==> config.mk <==
export PLATFORM = sky130hd
export DESIGN_NAME = retry_message_slot_table_core
export DESIGN_NICKNAME = d
export VERILOG_FILES = /design/src/rtl/rmst_pkg.sv /design/src/rtl/retry_message_slot_table_core.sv
export SDC_FILE = /design/constraint.sdc
export NUM_CORES = 1
export LEC_CHECK = 0
export BUFFER_PORTS_ARGS = -buffer_cell sky130_fd_sc_hd__buf_2
export CORE_MARGIN = 2
export CORE_UTILIZATION = 35
export CTS_BUF_LIST = sky130_fd_sc_hd__clkbuf_8
export CTS_CLUSTER_SIZE = 12
export DETAILED_ROUTE_END_ITERATION = 12
export MAX_ROUTING_LAYER = met4
export PLACE_DENSITY = 0.6
export SETUP_SLACK_MARGIN = 0.5
export SLEW_MARGIN = 20
export SYNTH_ARGS = -nofsm -noshare
export SYNTH_HDL_FRONTEND = slang
export SYNTH_SLANG_ARGS = --single-unit
==> constraint.sdc <==
create_clock -name aclk -period 23 [get_ports aclk]
set_input_delay 2.3 -clock aclk [delete_from_list [all_inputs] [get_ports aclk]]
set_output_delay 2.3 -clock aclk [all_outputs]
set_load 0.05 [all_outputs]
==> src/rtl/rmst_pkg.sv <==
// Package for the retry message slot table: types, codes and sizes.
package rmst_pkg;
    localparam int SLOTS = 8;
    localparam int SW = $clog2(SLOTS);
    localparam int CW = $clog2(SLOTS + 1);

    typedef enum logic [2:0] {
        OP_ENQ = 3'd0, OP_SERVICE = 3'd1, OP_LAUNCH = 3'd2,
        OP_DELIVER = 3'd3, OP_FAIL = 3'd4
    } op_t;

    typedef enum logic [2:0] {
        ST_OK = 3'd0, ST_EVICT = 3'd1, ST_NOTFOUND = 3'd2,
        ST_ABANDON = 3'd3, ST_DEFER = 3'd4
    } status_t;

    typedef enum logic [1:0] {
        SL_FREE = 2'd0, SL_PENDING = 2'd1, SL_SENT = 2'd2, SL_RETRY = 2'd3
    } slot_state_t;

    typedef enum logic [2:0] {
        FSM_IDLE, FSM_SCAN, FSM_SEND, FSM_APPLY, FSM_OUT
    } fsm_t;

    localparam logic CFG_TTL = 1'b0;
    localparam logic CFG_MAXR = 1'b1;
endpackage

==> src/rtl/retry_message_slot_table_core.sv <==
// Slot table top level: sequencer walking the slots one per cycle, pausing for each send request.
// Enqueue, delivered and failed ops walk every slot before the result; launched and
// unknown ops go straight to the result; a service pass walks once when the link is
// not ready (stopping early if it defers), else twice with a send request per waiting slot.
// Throughput: one item at a time; the next is taken once the final result has gone.
// Synchronous active-low reset frees all slots and loads the register defaults.
module retry_message_slot_table_core (
    input  logic        aclk,
    input  logic        aresetn,
    input  logic        s_valid,
    output logic        s_ready,
    input  logic [2:0]  s_op,
    input  logic [31:0] s_now_ms,
    input  logic [7:0]  s_msg_type,
    input  logic [15:0] s_payload_tag,
    input  logic [15:0] s_msg_id,
    input  logic [2:0]  s_slot_index,
    input  logic        s_link_ready,
    input  logic        cfg_valid,
    output logic        cfg_ready,
    input  logic [0:0]  cfg_index,
    input  logic [31:0] cfg_data,
    output logic        m_valid,
    input  logic        m_ready,
    output logic        m_kind,
    output logic [2:0]  m_status,
    output logic [2:0]  m_slot_number,
    output logic [7:0]  m_type_out,
    output logic [15:0] m_tag_out,
    output logic [7:0]  m_retries_out,
    output logic [3:0]  m_occupancy,
    output logic [3:0]  m_expired_count,
    output logic        m_last
);
    import rmst_pkg::*;

    // slot storage
    slot_state_t       st_reg [SLOTS];
    logic [7:0]        ty_reg [SLOTS];
    logic [15:0]       tg_reg [SLOTS];
    logic [15:0]       id_reg [SLOTS];
    logic [7:0]        rt_reg [SLOTS];
    logic [31:0]       cr_reg [SLOTS];
    logic [CW-1:0]     occ_reg;
    logic [31:0]       ttl_reg;
    logic [7:0]        maxr_reg;

    // item latch and scan state
    fsm_t              fsm_reg;
    logic [2:0]        op_reg;
    logic [31:0]       now_reg;
    logic [7:0]        mty_reg;
    logic [15:0]       mtg_reg;
    logic [15:0]       mid_reg;
    logic [2:0]        sidx_reg;
    logic              rdy_reg;
    logic [CW-1:0]     i_reg;
    logic              found_reg;
    logic              pass_reg;
    logic [SW-1:0]     sel_reg;
    logic [31:0]       best_reg;
    logic [CW-1:0]     exp_reg;

    // output register
    logic        ov_reg, ok_reg, olast_reg;
    logic [2:0]  ost_reg, oslot_reg;
    logic [7:0]  oty_reg, ort_reg;
    logic [15:0] otg_reg;
    logic [3:0]  oact_reg, oexp_reg;

    logic [SW-1:0] ci;
    logic [31:0]   age;
    logic          at_end;
    assign ci     = i_reg[SW-1:0];
    assign age    = now_reg - cr_reg[ci];
    assign at_end = (i_reg == CW'(SLOTS - 1));

    assign s_ready   = (fsm_reg == FSM_IDLE) && !ov_reg;
    assign cfg_ready = 1'b1;
    assign m_valid   = ov_reg;
    assign m_kind = ok_reg;
    assign m_status = ost_reg;
    assign m_slot_number = oslot_reg;
    assign m_type_out = oty_reg;
    assign m_tag_out = otg_reg;
    assign m_retries_out = ort_reg;
    assign m_occupancy = oact_reg;
    assign m_expired_count = oexp_reg;
    assign m_last = olast_reg;

    logic [7:0] rt_inc;
    assign rt_inc = (rt_reg[sel_reg] == 8'hFF) ? 8'hFF : rt_reg[sel_reg] + 8'd1;

    // sequencer: one slot per cycle through the shared compare, pausing for each send request
    always_ff @(posedge aclk) begin
        if (!aresetn) begin
            fsm_reg  <= FSM_IDLE;
            ov_reg   <= 1'b0;
            occ_reg  <= '0;
            ttl_reg  <= 32'd300000;
            maxr_reg <= 8'd3;
            for (int k = 0; k < SLOTS; k++) st_reg[k] <= SL_FREE;
        end else begin
            if (cfg_valid) begin
                if (cfg_index == CFG_TTL) ttl_reg <= cfg_data;
                else maxr_reg <= cfg_data[7:0];
            end
            if (ov_reg && m_ready) ov_reg <= 1'b0;
            unique case (fsm_reg)
                FSM_IDLE: begin
                    if (s_valid && s_ready) begin
                        op_reg <= s_op; now_reg <= s_now_ms; mty_reg <= s_msg_type;
                        mtg_reg <= s_payload_tag; mid_reg <= s_msg_id;
                        sidx_reg <= s_slot_index; rdy_reg <= s_link_ready;
                        i_reg <= '0; found_reg <= 1'b0; sel_reg <= '0;
                        best_reg <= '0; exp_reg <= '0; pass_reg <= 1'b0;
                        if (s_op == OP_LAUNCH || s_op > OP_FAIL) fsm_reg <= FSM_APPLY;
                        else fsm_reg <= FSM_SCAN;
                    end
                end
                FSM_SCAN: begin
                    fsm_reg <= at_end ? FSM_APPLY : FSM_SCAN;
                    i_reg <= i_reg + 1'b1;
                    case (op_reg)
                        OP_ENQ: begin
                            if (!found_reg && st_reg[ci] == SL_FREE) begin
                                found_reg <= 1'b1; sel_reg <= ci;
                            end
                            if (age > best_reg || i_reg == '0) begin
                                best_reg <= age;
                                if (!found_reg && !(st_reg[ci] == SL_FREE)) sel_reg <= ci;
                            end
                        end
                        OP_SERVICE: begin
                            // first walk drops expired slots, or defers when the link is not ready; second walk sends
                            if (!pass_reg) begin
                                if (st_reg[ci] != SL_FREE) begin
                                    if (age > ttl_reg) begin
                                        st_reg[ci] <= SL_FREE;
                                        occ_reg <= occ_reg - 1'b1;
                                        exp_reg <= exp_reg + 1'b1;
                                    end else if (!rdy_reg &&
                                                 (st_reg[ci] == SL_PENDING ||
                                                  st_reg[ci] == SL_RETRY)) begin
                                        sel_reg <= ci;
                                        found_reg <= 1'b1;
                                        fsm_reg <= FSM_APPLY;
                                    end
                                end
                                if (rdy_reg && at_end) begin
                                    i_reg <= '0;
                                    pass_reg <= 1'b1;
                                    fsm_reg <= FSM_SCAN;
                                end
                            end else if (st_reg[ci] == SL_PENDING ||
                                         st_reg[ci] == SL_RETRY) begin
                                sel_reg <= ci;
                                fsm_reg <= FSM_SEND;
                            end
                        end
                        default: begin
                            if (!found_reg && st_reg[ci] == SL_SENT &&
                                id_reg[ci] == mid_reg) begin
                                found_reg <= 1'b1; sel_reg <= ci;
                            end
                        end
                    endcase
                end
                FSM_SEND: begin
                    if (!ov_reg || m_ready) begin
                        ov_reg <= 1'b1; ok_reg <= 1'b1; ost_reg <= ST_OK;
                        oslot_reg <= 3'(sel_reg); oty_reg <= ty_reg[sel_reg];
                        otg_reg <= tg_reg[sel_reg]; ort_reg <= rt_reg[sel_reg];
                        oact_reg <= 4'(occ_reg); oexp_reg <= '0; olast_reg <= 1'b0;
                        fsm_reg <= (i_reg == CW'(SLOTS)) ? FSM_APPLY : FSM_SCAN;
                    end
                end
                FSM_APPLY: begin
                    if (!ov_reg || m_ready) begin
                        ov_reg <= 1'b1; ok_reg <= 1'b0; olast_reg <= 1'b1;
                        oexp_reg <= '0; oact_reg <= 4'(occ_reg);
                        oslot_reg <= 3'(sel_reg); oty_reg <= ty_reg[sel_reg];
                        otg_reg <= tg_reg[sel_reg]; ort_reg <= rt_reg[sel_reg];
                        fsm_reg <= FSM_IDLE;
                        case (op_reg)
                            OP_ENQ: begin
                                st_reg[sel_reg] <= SL_PENDING;
                                ty_reg[sel_reg] <= mty_reg; tg_reg[sel_reg] <= mtg_reg;
                                rt_reg[sel_reg] <= '0; id_reg[sel_reg] <= '0;
                                cr_reg[sel_reg] <= now_reg;
                                oty_reg <= mty_reg; otg_reg <= mtg_reg; ort_reg <= '0;
                                if (found_reg) begin
                                    ost_reg <= ST_OK;
                                    occ_reg <= occ_reg + 1'b1;
                                    oact_reg <= 4'(occ_reg + 1'b1);
                                end else ost_reg <= ST_EVICT;
                            end
                            OP_SERVICE: begin
                                oexp_reg <= 4'(exp_reg);
                                if (found_reg) ost_reg <= ST_DEFER;
                                else begin
                                    ost_reg <= ST_OK; oslot_reg <= '0;
                                    oty_reg <= '0; otg_reg <= '0; ort_reg <= '0;
                                end
                            end
                            OP_LAUNCH: begin
                                oslot_reg <= sidx_reg;
                                if (CW'(sidx_reg) < CW'(SLOTS) &&
                                    (st_reg[SW'(sidx_reg)] == SL_PENDING ||
                                     st_reg[SW'(sidx_reg)] == SL_RETRY)) begin
                                    st_reg[SW'(sidx_reg)] <= SL_SENT;
                                    id_reg[SW'(sidx_reg)] <= mid_reg;
                                    ost_reg <= ST_OK;
                                    oty_reg <= ty_reg[SW'(sidx_reg)];
                                    otg_reg <= tg_reg[SW'(sidx_reg)];
                                    ort_reg <= rt_reg[SW'(sidx_reg)];
                                end else begin
                                    ost_reg <= ST_NOTFOUND;
                                    oty_reg <= '0; otg_reg <= '0; ort_reg <= '0;
                                end
                            end
                            OP_DELIVER, OP_FAIL: begin
                                if (!found_reg) begin
                                    ost_reg <= ST_NOTFOUND; oslot_reg <= '0;
                                    oty_reg <= '0; otg_reg <= '0; ort_reg <= '0;
                                end else if (op_reg == OP_DELIVER) begin
                                    ost_reg <= ST_OK;
                                    st_reg[sel_reg] <= SL_FREE;
                                    occ_reg <= occ_reg - 1'b1;
                                    oact_reg <= 4'(occ_reg - 1'b1);
                                end else begin
                                    rt_reg[sel_reg] <= rt_inc;
                                    ort_reg <= rt_inc;
                                    if (rt_inc >= maxr_reg) begin
                                        ost_reg <= ST_ABANDON;
                                        st_reg[sel_reg] <= SL_FREE;
                                        occ_reg <= occ_reg - 1'b1;
                                        oact_reg <= 4'(occ_reg - 1'b1);
                                    end else begin
                                        ost_reg <= ST_OK;
                                        st_reg[sel_reg] <= SL_RETRY;
                                    end
                                end
                            end
                            default: begin
                                ost_reg <= ST_NOTFOUND; oslot_reg <= '0;
                                oty_reg <= '0; otg_reg <= '0; ort_reg <= '0;
                            end
                        endcase
                    end
                end
                default: fsm_reg <= FSM_IDLE;
            endcase
        end
    end
endmodule

==> impl_metrics.env <==
export IMPL_netlist_top_cells_area="edfxtp_1, mux4_2, ha_1"
export IMPL_min_period_over_period_pct=35.49
export IMPL_post_cts_setup_buffers=0
export IMPL_clock_sinks=884
export IMPL_ant_nets=0
export IMPL_clk_latency_ns=0.82
export IMPL_gr_usage_all_layers_pct=17.76
export IMPL_synth_seq_cells=884
export IMPL_cts_buffer_depth=3
export IMPL_skew_ns=0.04952
export IMPL_peakVddDrop_uv=53.71
export IMPL_ys_flop_type="edfxtp_1"
export IMPL_start_util_pct=35.35
export IMPL_fillers=10256
export IMPL_cap_violations=0
export IMPL_grt_use_met1_pct=23.63
export IMPL_antenna_found_initial=5
export IMPL_min_to="ttl_reg[23]$_SDFFE_PN0P_"
export IMPL_synthArstFlopShare_pct=0
export IMPL_setup_viol=0
export IMPL_netlist_instances=2453
export IMPL_core_area_um2=112800
export IMPL_die_area_um2=116600
export IMPL_pwr_density_cell_nw_per_um2=90.87
export IMPL_max_freq_mhz=122.5
export IMPL_grt_overflow=0
export IMPL_power_uw=4110
export IMPL_hold_path_class="register to register"
export IMPL_grt_pass1_vias=24193
export IMPL_grt_max_degree=65
export IMPL_clk_pin_slew_worst_paths_ns=0.06
export IMPL_slowest_delay_ns=0.82
export IMPL_post_place_ws_ns=14.92
export IMPL_slew_viol_final=0
export IMPL_grt_met2_usage_pct=27.71
export IMPL_use_met3_pct=3.206
export IMPL_ioPinCount=168
export IMPL_min_delay_start="ttl_reg[23]$_SDFFE_PN0P_"
export IMPL_slew_headroom_pct=25.18
export IMPL_drc=0
export IMPL_r2r_end="st_reg[1][1]$_SDFFCE_PN0P_"
export IMPL_synth_edf_count=828
export IMPL_gr_max_usage_layer="met2"
export IMPL_drive_gt1_share_pct=25.59
export IMPL_drtIter0Drc=2254
export IMPL_post_cts_resized=0
export IMPL_dp_hpwl_um=62630
export IMPL_grt_pass1_wl_um=150800
export IMPL_crit_type="register to register"
export IMPL_slowest_stage="buf_4"
export IMPL_path_common_cell="a21oi_1"
export IMPL_clockRootBuffer="clkbuf_8"
export IMPL_cp_cell_sequence="buf_4, mux4_2, mux2_2, ha_1, inv_1, fa_1, a21oi_1, o31ai_1, a21oi_1, o21bai_1, nand4_1, a21oi_1, nor3_1, nor3b_1, ha_1, nand4_1, nor4_1, nand2_1, a21boi_0, a31oi_1, nor2_1, a31oi_1, o21ai_0"
export IMPL_r2r_slack_ns=14.84
export IMPL_status="finished clean"
export IMPL_rsz0062_at_grt="no"
export IMPL_path_max_fanout=64
export IMPL_min_path_cells=2
export IMPL_tightest_slew_ns=1.118
export IMPL_die_w_um=341.5
export IMPL_worstSetupStartpointType="register"
export IMPL_wl_per_cell_um=23.32
export IMPL_power_leakage_uw=0.01557
export IMPL_drt_wl_total_um=100500
export IMPL_nets=2917
export IMPL_cts_tree="yes"
export IMPL_num_rows=123
export IMPL_ys_types=77
export IMPL_synth_top_area_share_pct=62.36
export IMPL_postLayoutCoreUtil_pct=40.09
export IMPL_hold_buffers=0
export IMPL_first_pass_iters=6
export IMPL_num_vias=23276
export IMPL_arrival_ns=8.65
export IMPL_synth_nets=2680
export IMPL_fin_area_um2=45230
export IMPL_reg2reg_depth=23
export IMPL_hold_violations=0
export IMPL_place_gp_congestion=0.8912
export IMPL_layout_setup_ws_ns=14.84
export IMPL_largest_reg_flops=256
export IMPL_via_per_inst=5.403
export IMPL_portBuffers=166
export IMPL_ys_seq_area_share_pct=65.17
export IMPL_fin_crit_ns=8.163
export IMPL_end_kind="register"
export IMPL_synth_top_cell_by_area="edfxtp_1"
export IMPL_fin_setup_tns_ns=0
export IMPL_crit_required_ns=23.49
export IMPL_place_area_um2=42460
export IMPL_area_delta_synth_final_pct=13.43
export IMPL_cts_htree_levels=4
export IMPL_synth_area_um2=39870
export IMPL_die_h_um=341.5
export IMPL_cts_buffers=149
export IMPL_yosysWarnings=0
export IMPL_avgSynthCellArea_um2=16.25
## routing by layer
layer / wire [µm] / vias to the layer above / share of wire, %
met5: 0 / - / 0
met4: 2343 / 0 / 2.3
met3: 6453 / 166 / 6.4
met2: 48130 / 883 / 48
met1: 43540 / 11963 / 43
li1: - / 10264 / -
## cell type report
cell class | instances | area (µm²) | share of cell area, %
sequential | 884 | 26010 | 57.50
multi-input combinational | 1335 | 13020 | 28.79
clock buffer | 153 | 2106 | 4.656
tap | 1500 | 1877 | 4.150
timing repair buffer | 206 | 1131 | 2.501
clock inverter | 114 | 653.1 | 1.444
inverter | 114 | 427.9 | 0.9461
antenna | 2 | 5.005 | 0.01107
## worst max path at each step
stage	start	end	slack, ns	cells after the start
2_1_floorplan	aresetn	best_reg[0]$_SDFFCE_PN0P_	15.53	5
3_3_place_gp	register	st_reg[1][0]$_SDFFCE_PN0P_	15.16	23
4_1_cts	register	st_reg[1][0]$_SDFFCE_PN0P_	14.89	23
3_5_place_dp	register	st_reg[1][0]$_SDFFCE_PN0P_	14.92	23
6_report	register	st_reg[1][1]$_SDFFCE_PN0P_	14.84	23
5_1_grt	register	st_reg[1][0]$_SDFFCE_PN0P_	14.29	21
## synthesized netlist by cell type, types with 7 or more instances
master    count
mux2_2       60
a21oi_1     107
ha_1        109
nor3_1       34
a21o_1       14
inv_1       113
o21bai_1      8
buf_2        27
nand3_1      29
nor4_1        8
o21ai_0      74
mux4_2      224
a31oi_1      13
nand2b_1     17
nor2b_1      14
a222oi_1     24
nor2_1       88
and3_1       33
nand2_1     170
o211ai_1     13
o21a_1        9
edfxtp_1    828
clkbuf_1     78
xnor2_1      35
dfxtp_1      56
nand4_1      27
mux2i_1      70
and2_1       33
xor2_1       16
a221oi_1      7
## critical path: cells and delay by family (launching register included)
kind | cells | cell delay, ns
AOI/OAI and AO/OA | 9 | 3.27
adders and majority gates | 3 | 0.62
buffers and inverters | 2 | 0.90
DFF | 1 | 0.69
muxes | 2 | 0.70
and+or+nand+nor | 7 | 1.65
## kinds of logic after synthesis
logic type      count (synthesis)  synth area share (%)
fa+ha+maj                     110                 3.471
xor+xnor                       51                 1.120
other cells                     1              0.009405
mux                           360                 16.50
compound gates                338                 5.542
buf+inv                       234                 2.441
simple gates                  475                 5.749
flops                         884                 65.17
## cell usage in the layout (no fill, tap or decap), types with 14 or more instances in the layout
master / netlist / routed
buf_4: 4 / 40
o21ai_0: 74 / 74
clkbuf_8: 0 / 153
mux4_2: 224 / 224
dfxtp_1: 56 / 48
nand3_1: 29 / 29
clkinv_2: 0 / 20
nor3_1: 34 / 29
a21o_1: 14 / 14
nand2_1: 170 / 169
xnor2_1: 35 / 35
mux2i_1: 70 / 70
clkinv_1: 1 / 35
nand4_1: 27 / 27
nand2b_1: 17 / 17
and2_1: 33 / 33
a222oi_1: 24 / 24
and3_1: 33 / 31
inv_1: 113 / 154
xor2_1: 16 / 16
buf_2: 27 / 166
edfxtp_1: 828 / 828
nor2_1: 88 / 80
a21oi_1: 107 / 106
mux2_2: 60 / 60
ha_1: 109 / 109
## where the power goes
group,internal [µW],switching (µW),total [µW]
logic,396,537,933
clock network,669,637,1310
registers,1810,62.4,1870
## through the flow
stage / hold slack (ns) / std cells
floorplan: 0.4363 / 2453
global placement: 0.4487 / 4039
detailed placement: 0.4484 / 4039
CTS: 0.4567 / 4306
global route: 0.4803 / 4308
finish: 0.4573 / 4308
Power figures use the tool's default switching activity.
